[config.mk]
export PLATFORM = sky130hd
export DESIGN_NAME = msgpack_stream_tokenizer
export DESIGN_NICKNAME = d
export VERILOG_FILES = /design/src/sv/mst_pkg.sv /design/src/sv/msgpack_stream_tokenizer.sv
export SDC_FILE = /design/constraint.sdc
export NUM_CORES = 2
export LEC_CHECK = 0
export BUFFER_PORTS_ARGS = -buffer_cell sky130_fd_sc_hd__buf_2
export CORE_ASPECT_RATIO = 1.1
export CORE_MARGIN = 4
export CORE_UTILIZATION = 55
export DETAILED_ROUTE_END_ITERATION = 16
export HOLD_SLACK_MARGIN = 0.06
export PLACE_DENSITY_LB_ADDON = 0.1
export SLEW_MARGIN = 40
export SYNTH_ARGS = -nofsm -noshare
export SYNTH_HDL_FRONTEND = slang
export SYNTH_SLANG_ARGS = --single-unit
[constraint.sdc]
create_clock -name i_clk -period 8.74 [get_ports i_clk]
set_input_delay 0 -clock i_clk [delete_from_list [all_inputs] [get_ports i_clk]]
set_output_delay 0 -clock i_clk [all_outputs]
set_load 0.005 [all_outputs]
[src/sv/mst_pkg.sv]
// Shared token codes, error causes and tag helpers for the MessagePack tokenizer.
package mst_pkg;

    typedef enum logic [3:0] {
        KIND_NIL    = 4'd0,
        KIND_FALSE  = 4'd1,
        KIND_TRUE   = 4'd2,
        KIND_UINT   = 4'd3,
        KIND_SINT   = 4'd4,
        KIND_F32    = 4'd5,
        KIND_F64    = 4'd6,
        KIND_STRHDR = 4'd7,
        KIND_STRBYT = 4'd8,
        KIND_ARRAY  = 4'd9,
        KIND_MAP    = 4'd10,
        KIND_ERROR  = 4'd11
    } t_kind;

    localparam logic [63:0] CAUSE_TRUNC    = 64'd1;
    localparam logic [63:0] CAUSE_BAD_TAG  = 64'd2;
    localparam logic [63:0] CAUSE_OVERFLOW = 64'd3;

    typedef struct packed {
        t_kind       kind;
        logic [63:0] value;
        logic [4:0]  level;
        logic        done;
        logic [31:0] used;
        logic        last;
    } t_tok;

    // Number of payload bytes that follow a header tag (0: tag stands alone).
    function automatic logic [3:0] payload_size(input logic [7:0] t);
        logic [3:0] n;
        n = 4'd0;
        case (t)
            8'hc4, 8'hcc, 8'hd0, 8'hd9: n = 4'd1;
            8'hc5, 8'hcd, 8'hd1, 8'hda, 8'hdc, 8'hde: n = 4'd2;
            8'hc6, 8'hca, 8'hce, 8'hd2, 8'hdb, 8'hdd, 8'hdf: n = 4'd4;
            8'hcb, 8'hcf, 8'hd3: n = 4'd8;
            default: n = 4'd0;
        endcase
        return n;
    endfunction

endpackage

[src/sv/msgpack_stream_tokenizer.sv]
// Streaming MessagePack tokenizer: byte in, tokens out through a three-entry queue.
//
// Takes one encoded MessagePack byte per beat (with a flag on the buffer's last byte)
// and emits tokens for one top-level object: scalars, string/binary headers and their
// bytes, array/map headers with counts. A byte accepted at an edge is decoded in the
// same cycle against the parse state and its tokens (at most two: the byte's own token
// and a truncation error) are queued; the queue head is the output. One byte is taken
// every cycle as long as the queue keeps room for two tokens, so the sustained rate is
// one byte per cycle; a byte yielding two tokens needs two output beats to drain.
// Nesting is held in MAX_DEPTH registered levels of remaining-element counts; closing
// an element pops every finished level at once through a priority search over the
// levels. After the object completes or an error token is sent, input bytes are
// accepted and dropped until reset.
module msgpack_stream_tokenizer #(
    parameter int MAX_DEPTH = 16
) (
    input  logic                 i_clk,
    input  logic                 i_rst_n,
    input  logic                 i_in_valid,
    output logic                 o_in_ready,
    input  logic [7:0]           i_in_byte,
    input  logic                 i_end_of_buffer,
    output logic                 o_out_valid,
    input  logic                 i_out_ready,
    output mst_pkg::t_kind       o_token_kind,
    output logic [63:0]          o_token_value,
    output logic [4:0]           o_nest_level,
    output logic                 o_object_done,
    output logic [31:0]          o_bytes_used,
    output logic                 o_last_of_run
);
    import mst_pkg::*;

    localparam int DW = $clog2(MAX_DEPTH + 1);
    localparam logic [DW-1:0] DEPTH_MAX = DW'(MAX_DEPTH);

    typedef enum logic [1:0] {PH_TAG, PH_HEAD, PH_BODY} t_phase;
    typedef enum logic [1:0] {ACT_SCALAR, ACT_CONT, ACT_STR, ACT_ERR} t_act;

    // parse state
    logic [32:0]    r_rem [MAX_DEPTH];
    logic [DW-1:0]  r_depth;
    t_phase         r_phase;
    logic [7:0]     r_tag;
    logic [63:0]    r_shift;
    logic [31:0]    r_left;
    logic [31:0]    r_count;
    logic           r_fin;
    logic           r_err;

    // output queue
    t_tok           r_q [3];
    logic [1:0]     r_rd, r_wr, r_cnt;

    logic in_acc, out_acc;
    assign out_acc    = o_out_valid && i_out_ready;
    assign o_in_ready = (r_cnt - {1'b0, out_acc}) <= 2'd1;
    assign in_acc     = i_in_valid && o_in_ready;

    // --- close: find highest level that stays open after decrement
    logic [DW-1:0] cl_top;
    logic          cl_found;
    always_comb begin
        cl_top   = '0;
        cl_found = 1'b0;
        for (int i = 0; i < MAX_DEPTH; i++) begin
            if (DW'(i) < r_depth && r_rem[i] != 33'd1) begin
                cl_top   = DW'(i);
                cl_found = 1'b1;
            end
        end
    end

    // --- tag delivery
    logic [7:0]  d_tag;
    logic [63:0] d_val;
    t_act        d_act;
    t_kind       d_kind;
    logic [63:0] d_out;
    logic        d_map;

    // held tag once its payload is in, else the byte itself
    assign d_tag = (r_phase == PH_HEAD) ? r_tag : i_in_byte;
    assign d_val = {r_shift[55:0], i_in_byte};

    always_comb begin
        d_act  = ACT_ERR;
        d_kind = KIND_ERROR;
        d_out  = CAUSE_BAD_TAG;
        d_map  = 1'b0;
        if (d_tag <= 8'h7f) begin
            d_act = ACT_SCALAR; d_kind = KIND_UINT; d_out = {56'd0, d_tag};
        end else if (d_tag <= 8'h8f) begin
            d_act = ACT_CONT; d_kind = KIND_MAP; d_map = 1'b1;
            d_out = {60'd0, d_tag[3:0]};
        end else if (d_tag <= 8'h9f) begin
            d_act = ACT_CONT; d_kind = KIND_ARRAY; d_out = {60'd0, d_tag[3:0]};
        end else if (d_tag <= 8'hbf) begin
            d_act = ACT_STR; d_kind = KIND_STRHDR; d_out = {59'd0, d_tag[4:0]};
        end else if (d_tag >= 8'he0) begin
            d_act = ACT_SCALAR; d_kind = KIND_SINT; d_out = {56'hFFFFFFFFFFFFFF, d_tag};
        end else begin
            case (d_tag)
                8'hc0: begin d_act = ACT_SCALAR; d_kind = KIND_NIL;   d_out = 64'd0; end
                8'hc2: begin d_act = ACT_SCALAR; d_kind = KIND_FALSE; d_out = 64'd0; end
                8'hc3: begin d_act = ACT_SCALAR; d_kind = KIND_TRUE;  d_out = 64'd1; end
                8'hc4, 8'hc5, 8'hc6, 8'hd9, 8'hda, 8'hdb: begin
                    d_act = ACT_STR; d_kind = KIND_STRHDR; d_out = d_val;
                end
                8'hca: begin d_act = ACT_SCALAR; d_kind = KIND_F32; d_out = d_val; end
                8'hcb: begin d_act = ACT_SCALAR; d_kind = KIND_F64; d_out = d_val; end
                8'hcc, 8'hcd, 8'hce, 8'hcf: begin
                    d_act = ACT_SCALAR; d_kind = KIND_UINT; d_out = d_val;
                end
                8'hd0: begin
                    d_act = ACT_SCALAR; d_kind = KIND_SINT;
                    d_out = {{56{d_val[7]}}, d_val[7:0]};
                end
                8'hd1: begin
                    d_act = ACT_SCALAR; d_kind = KIND_SINT;
                    d_out = {{48{d_val[15]}}, d_val[15:0]};
                end
                8'hd2: begin
                    d_act = ACT_SCALAR; d_kind = KIND_SINT;
                    d_out = {{32{d_val[31]}}, d_val[31:0]};
                end
                8'hd3: begin d_act = ACT_SCALAR; d_kind = KIND_SINT; d_out = d_val; end
                8'hdc, 8'hdd: begin d_act = ACT_CONT; d_kind = KIND_ARRAY; d_out = d_val; end
                8'hde, 8'hdf: begin
                    d_act = ACT_CONT; d_kind = KIND_MAP; d_map = 1'b1; d_out = d_val;
                end
                default: begin d_act = ACT_ERR; d_kind = KIND_ERROR; d_out = CAUSE_BAD_TAG; end
            endcase
        end
    end

    // --- per-byte decode
    logic [31:0]   n_count;
    t_phase        n_phase;
    logic [7:0]    n_tag;
    logic [63:0]   n_shift;
    logic [31:0]   n_left;
    logic          n_err, n_fin;
    logic          do_close, do_push, do_deliver;
    logic [32:0]   push_val;
    logic [DW-1:0] n_depth;
    logic          m_vld, e_vld;
    t_tok          m_tok, e_tok;
    logic [3:0]    psz;

    always_comb begin
        n_count    = (r_count != 32'hFFFFFFFF) ? r_count + 32'd1 : r_count;
        n_phase    = r_phase;
        n_tag      = r_tag;
        n_shift    = r_shift;
        n_left     = r_left;
        n_err      = r_err;
        n_fin      = r_fin;
        do_close   = 1'b0;
        do_push    = 1'b0;
        do_deliver = 1'b0;
        push_val   = '0;
        m_vld      = 1'b0;
        psz        = payload_size(i_in_byte);
        m_tok      = '{kind: KIND_NIL, value: 64'd0, level: 5'(r_depth), done: 1'b0,
                       used: n_count, last: 1'b0};

        unique case (r_phase)
            PH_HEAD: begin
                n_shift = {r_shift[55:0], i_in_byte};
                n_left  = r_left - 32'd1;
                if (n_left == 32'd0) begin
                    n_phase    = PH_TAG;
                    do_deliver = 1'b1;
                end
            end
            PH_BODY: begin
                n_left      = r_left - 32'd1;
                m_vld       = 1'b1;
                m_tok.kind  = KIND_STRBYT;
                m_tok.value = {56'd0, i_in_byte};
                if (n_left == 32'd0) begin
                    n_phase  = PH_TAG;
                    do_close = 1'b1;
                end
            end
            default: begin
                n_tag = i_in_byte;
                if (psz != 4'd0) begin
                    n_shift = 64'd0;
                    n_left  = {28'd0, psz};
                    n_phase = PH_HEAD;
                end else begin
                    do_deliver = 1'b1;
                end
            end
        endcase

        if (do_deliver) begin
            m_vld       = 1'b1;
            m_tok.kind  = d_kind;
            m_tok.value = d_out;
            case (d_act)
                ACT_SCALAR: do_close = 1'b1;
                ACT_CONT: begin
                    if (d_out == 64'd0) begin
                        do_close = 1'b1;
                    end else if (r_depth >= DEPTH_MAX) begin
                        m_tok.kind  = KIND_ERROR;
                        m_tok.value = CAUSE_OVERFLOW;
                        n_err       = 1'b1;
                        n_phase     = PH_TAG;
                    end else begin
                        do_push  = 1'b1;
                        push_val = d_map ? {d_out[31:0], 1'b0} : {1'b0, d_out[31:0]};
                    end
                end
                ACT_STR: begin
                    if (d_out == 64'd0) begin
                        do_close = 1'b1;
                    end else begin
                        n_phase = PH_BODY;
                        n_left  = d_out[31:0];
                    end
                end
                default: begin
                    n_err   = 1'b1;
                    n_phase = PH_TAG;
                end
            endcase
        end

        n_depth = r_depth;
        if (do_push) begin
            n_depth = r_depth + DW'(1);
        end else if (do_close) begin
            if (cl_found) begin
                n_depth = cl_top + DW'(1);
            end else begin
                n_depth = '0;
                n_fin   = 1'b1;
            end
        end
        m_tok.done = do_close && !cl_found;

        e_vld = i_end_of_buffer && !n_fin && !n_err;
        e_tok = '{kind: KIND_ERROR, value: CAUSE_TRUNC, level: 5'(n_depth), done: 1'b0,
                  used: n_count, last: 1'b1};
        if (e_vld) begin
            n_err   = 1'b1;
            n_phase = PH_TAG;
        end
        m_tok.last = !e_vld;
    end

    logic live;
    assign live = in_acc && !r_fin && !r_err;

    // --- queue write side
    logic [1:0] wr1, n_wr, n_rd, push_n;
    t_tok       q0, q1;
    assign wr1 = (r_wr == 2'd2) ? 2'd0 : r_wr + 2'd1;
    always_comb begin
        q0     = m_vld ? m_tok : e_tok;
        q1     = e_tok;
        push_n = live ? ({1'b0, m_vld} + {1'b0, e_vld}) : 2'd0;
        n_wr   = (push_n == 2'd0) ? r_wr : (push_n == 2'd1) ? wr1
               : ((wr1 == 2'd2) ? 2'd0 : wr1 + 2'd1);
        n_rd   = out_acc ? ((r_rd == 2'd2) ? 2'd0 : r_rd + 2'd1) : r_rd;
    end

    always_ff @(posedge i_clk) begin
        if (!i_rst_n) begin
            for (int i = 0; i < MAX_DEPTH; i++) r_rem[i] <= '0;
            r_depth <= '0;
            r_phase <= PH_TAG;
            r_tag   <= '0;
            r_shift <= '0;
            r_left  <= '0;
            r_count <= '0;
            r_fin   <= 1'b0;
            r_err   <= 1'b0;
            r_rd    <= '0;
            r_wr    <= '0;
            r_cnt   <= '0;
        end else begin
            if (live) begin
                for (int i = 0; i < MAX_DEPTH; i++) begin
                    if (do_push && DW'(i) == r_depth) r_rem[i] <= push_val;
                    if (do_close && cl_found && DW'(i) == cl_top)
                        r_rem[i] <= r_rem[i] - 33'd1;
                end
                r_depth <= n_depth;
                r_phase <= n_phase;
                r_tag   <= n_tag;
                r_shift <= n_shift;
                r_left  <= n_left;
                r_count <= n_count;
                r_fin   <= n_fin;
                r_err   <= n_err;
            end
            if (push_n != 2'd0) r_q[r_wr] <= q0;
            if (push_n == 2'd2) r_q[wr1]  <= q1;
            r_wr  <= n_wr;
            r_rd  <= n_rd;
            r_cnt <= r_cnt + push_n - {1'b0, out_acc};
        end
    end

    assign o_out_valid   = r_cnt != 2'd0;
    assign o_token_kind  = r_q[r_rd].kind;
    assign o_token_value = r_q[r_rd].value;
    assign o_nest_level  = r_q[r_rd].level;
    assign o_object_done = r_q[r_rd].done;
    assign o_bytes_used  = r_q[r_rd].used;
    assign o_last_of_run = r_q[r_rd].last;

endmodule
# ---- Yosys cells after proc, flatten, opt, wreduce, memory -nomap -nowiden
# Memories as Yosys holds them, arrays and structs flattened. A register that Yosys moved wholly into a read port is not among the register bits.
# Index checks and enable logic that the tools add are counted.
dict set report totals {
  reg_bits 143
  latch_bits 0
  mem_bits_rw 849
  rom_bits 0
  in_bits 13
  output_inout_bits 109
  elab_cells 569
  memories 2
}
dict set report op_classes {
  addsub 27
  n_mul 0
  n_div 0
  order_cmp 23
  eq_ne 99
  shifts 0
  muxes 283
  n_bitwise 34
  n_reduce_logical 90
}
# memory depth word_bits read_ports rd_clocked_by_memory_dff write_ports line_no
set memory_table {}
lappend memory_table {r_rem 16 33 16 0 16 msgpack_stream_tokenizer.sv:41} ;# logic [32:0] r_rem [MAX_DEPTH];
lappend memory_table {r_q 3 107 1 1 2 msgpack_stream_tokenizer.sv:52} ;# t_tok r_q [3];
# operator n
set op_table {}
lappend op_table {{$mux W33} 37}
lappend op_table {{$ne A33 B1 Y1 const B} 16}
lappend op_table {{$sub A33 B1 Y33 const B} 16}
lappend op_table {{$pmux W64 S6} 1}
lappend op_table {{$eq A8 B8 Y1 const B} 43}
lappend op_table {{$mux W68} 5}
lappend op_table {{$mux W64} 5}
lappend op_table {{$mux W32} 6}
lappend op_table {{$mux W1} 176}
lappend op_table {{$pmux W56 S2} 1}
lappend op_table {{$mux W107} 1}
lappend op_table {{$mux W5} 17}
lappend op_table {{$eq A4 B5 Y1 const A} 16}
lappend op_table {{$logic_not A64 Y1} 1}
lappend op_table {{$logic_and A1 B1 Y1} 56}
lappend op_table {{$mux W56} 1}
lappend op_table {{$eq A3 B5 Y1 const A} 8}
lappend op_table {{$lt A4 B5 Y1 const A} 8}
lappend op_table {{$mux W2} 20}
lappend op_table {{$pmux W4 S10} 1}
lappend op_table {{$add A32 B1 Y32 const B} 1}
lappend op_table {{$logic_not A32 Y1} 1}
lappend op_table {{$ne A32 B32 Y1 const B} 1}
lappend op_table {{$or A1 B1 Y1} 32}
lappend op_table {{38 further kinds} 86}

# ---- Depth between registers and ports, before layout
# An unclocked memory read counts as a cell.
dict set report logic_depth {
  ltp_word 31
  ltp_mapped 32
  depth_no_buf 26
}

# ---- Worst setup path after synthesis
# Ideal clock, no wire load.
dict set report synth_timing {
  path_kind {register -> register}
  startpoint {reg r_phase[1]}
  endpoint {mem r_rem[11][1], in the netlist r_rem[1][100] (enable)}
  setup_ns 0.469
  arrival_time_ns 6.347
  required_time_ns 8.271
  slack_ns 1.924
  stages_incl_launch_ff 23
  n_path_buf 5
  period_less_slack_ns 6.816
  cell_sequence {dfxtp_1 -> inv_1 -> ha_1 -> buf_2 -> nor2b_1 -> a32o_1 -> clkbuf_1 -> nand2_1 -> or3_1 -> nand4_1 -> o21ai_0 -> nand2_1 -> inv_1 -> ha_1 -> clkbuf_1 -> or4_4 -> o21ai_2 -> a31oi_2 -> buf_6 -> buf_6 -> nor3_1 -> a32oi_1 -> o21ai_0}
}
# element line_no
set synth_lines {}
lappend synth_lines {{start, declared} msgpack_stream_tokenizer.sv:43} ;# t_phase r_phase;
lappend synth_lines {{start signal, assigned} msgpack_stream_tokenizer.sv:294} ;# r_phase <= n_phase;
lappend synth_lines {{end, declared} msgpack_stream_tokenizer.sv:41}

==> flow_summary.ini <==
[die]
start_util_pct = 55.7
dieArea_um2 = 107000
core-area_um2 = 101000
io_pins = 122
die_y_um = 343
num_rows = 122
die_w_um = 313

[global_route]
grt_max_degree = 99
grt-ovfl-total = 0
grt_pass1_vias = 42700
antenna_found_initial = 5
grt_pass1_wl_mm = 247
grt_use_total_pct = 28.8

[worst_setup_path]
critPathMaxStageDelay_ns = 0.66
critical_path.max_fanout = 57
crit_arrival_ns = 8.25
cp.required_ns = 9.38
crit_buf_inv = 6
crit_family = compound AO/OA/AOI/OAI gates
critPathLaunchType = register
crit_slowest_cell = buf_4
endpoint_kind = register
crit_type = reg2reg

[synthesis]
synth_area_leader_cell = edfxtp_1
post-synth-top-count-cell = nand2_1
synth_seq_cells = 994
synth_top_area_share_pct = 34.1
syn-num-nets = 6070
synth_common_cells = nand2_1, edfxtp_1, nor2_1, o21ai_0, dfxtp_1
syn_inst = 6005
ys_async_sr_fraction_pct = 0
ys.flop_type = edfxtp_1
ys_seq_area_share_pct = 46.7
synth_area_per_cell_um2 = 9.37
yosysUniqueCellTypes = 96
netlist_area_um2 = 56300
synthTopCellsByArea = edfxtp_1, dfxtp_1, nand2_1
synth_edf_count = 639
yosysWarnings = 0

[sta]
fin_skew_ns = 0.0342
hold_viol = 0
slew-limit-headroom_pct = 37.1
hold_ws_ns = 0.272
rsz0062_at_grt = false
slew_violations = 0
worst_slew_pin_slew_ns = 0.941
clock.fmax_mhz = 131
tns_ns = 0
fin_crit_ns = 7.61
period_share_pct = 87.1
setup_viol = 0

[cts]
ctsHoldBuffers = 15
htreeDepth = 3
clockRootBuffer = clkbuf_16
clkSinkCount = 994
cts_post_setup_buffers_inserted = 0
clk_pin_slew_ns = 0.07
clk_latency_ns = 0.71
cts_resized = 0
clock_path_buffers = 3
numCtsBuffers = 105
cts_tree = built

[place]
gp_congestion = 0.939
hpwlAfterDp_mm = 102
place_inst = 7183
io_buffers = 121

[detailed_routing]
routedWlPerCell_um = 21.7
drtIter0Drc = 5089
vias = 46200
drt-vias-per-instance = 6.24
wirelength_mm = 161
ant_nets = 0
drtPass1Iterations = 6
drc = 0

[run]
drv_cap = 0

[final_layout]
final_util_pct = 60.9
fin_cells = 7398
final_layout_size_suffix_gt1_share_pct = 8.93
syn_to_final_growth_pct = 9.43
fin_nets = 6007

[power_and_ir_drop]
power_density_nw_per_um2 = 230
power.total_mw = 14.1
irDropWorstVdd_uv = 175
leakage_nw = 23.3

[min_path]
hold_path_class = in2reg

[run_status]
status = finished clean
==> worst min-delay path: stages <==
cell	delay (ns)
dlygate4sd3_1	0.56
buf_2	0.21
nand3_1	0.08
a21boi_0	0.08
==> power by group <==
part / leakage [nW] / internal, mW / switching [mW] / total [mW]
clock network: 1.68 / 2.60 / 1.95 / 4.55
logic: 12.3 / 1.22 / 2.23 / 3.44
registers: 9.32 / 5.66 / 0.472 / 6.14
total: 23.3 / 9.49 / 4.65 / 14.1
==> layout by cell type (no fill, tap or decap), types with 174 or more instances in the layout <==
cell      count
dfxtp_1     353
edfxtp_1    639
nand2_1     816
nand3_1     290
nor2_1      412
nor3_1      179
o211a_1     174
o21ai_0     386
xnor2_1     273
xor2_1      224
==> final timing paths <==
check / start / to / slack, ns / cells past startpoint
min: i_in_byte[7] / r_tag[7] / 0.27 / 4
max: r_phase[1] / r_q[1][53] / 1.13 / 25
max reg2reg: r_phase[1] / r_q[1][53] / 1.13 / 25
min reg2reg: r_q[0][89] / r_q[0][89] / 0.45 / 2
==> state kept, by name, summed over array words and instances (netlist names), 5 cells and up, named ones only <==
register  cells
r_left       32
r_tag         8
r_depth       5
r_q         321
r_rem       528
r_count      32
r_shift      56
==> routing by layer <==
| layer | part of all wire [%] | track usage [%] | vias up |
|---|---|---|---|
| met2 | 46 | 46.9 | 1788 |
| met3 | 7.8 | 3.77 | 282 |
| met1 | 43 | 39.9 | 22200 |
| met4 | 3.2 | 9.65 | 0 |
| met5 | 0 | 0 | - |
| li1 | - | - | 21900 |
==> cell families after synthesis <==
kind of cell	count (synthesis)	share of synthesized area, %
buffers and inverters	484	3.70
AOI/OAI and AO/OA	1377	16.6
muxes	170	3.07
adders and majority gates	52	1.16
and+or+nand+nor	2431	21.0
xor gates and xnor gates	497	7.74
DFF	994	46.7
==> per-stage QoR <==
step                worst slack (ns)  cell area [µm²]
floorplan                       1.92            56300
global placement                1.35            57700
detailed placement              1.30            57900
CTS                             1.24            61500
global route                   0.569            61600
finish                          1.13            61600
==> cell type report <==
| class | instances | area (µm²) |
|---|---|---|
| Tap cell | 1364 | 1710 |
| Clock buffer | 144 | 2920 |
| Multi-Input combinational cell | 4527 | 28200 |
| Inverter | 81 | 312 |
| Clock inverter | 54 | 546 |
| Sequential cell | 994 | 26300 |
| Antenna cell | 1 | 2.50 |
| Timing Repair Buffer | 233 | 1590 |
| Fill cell | 8655 | 39500 |
Note: power is estimated with default switching activity, not from simulation.
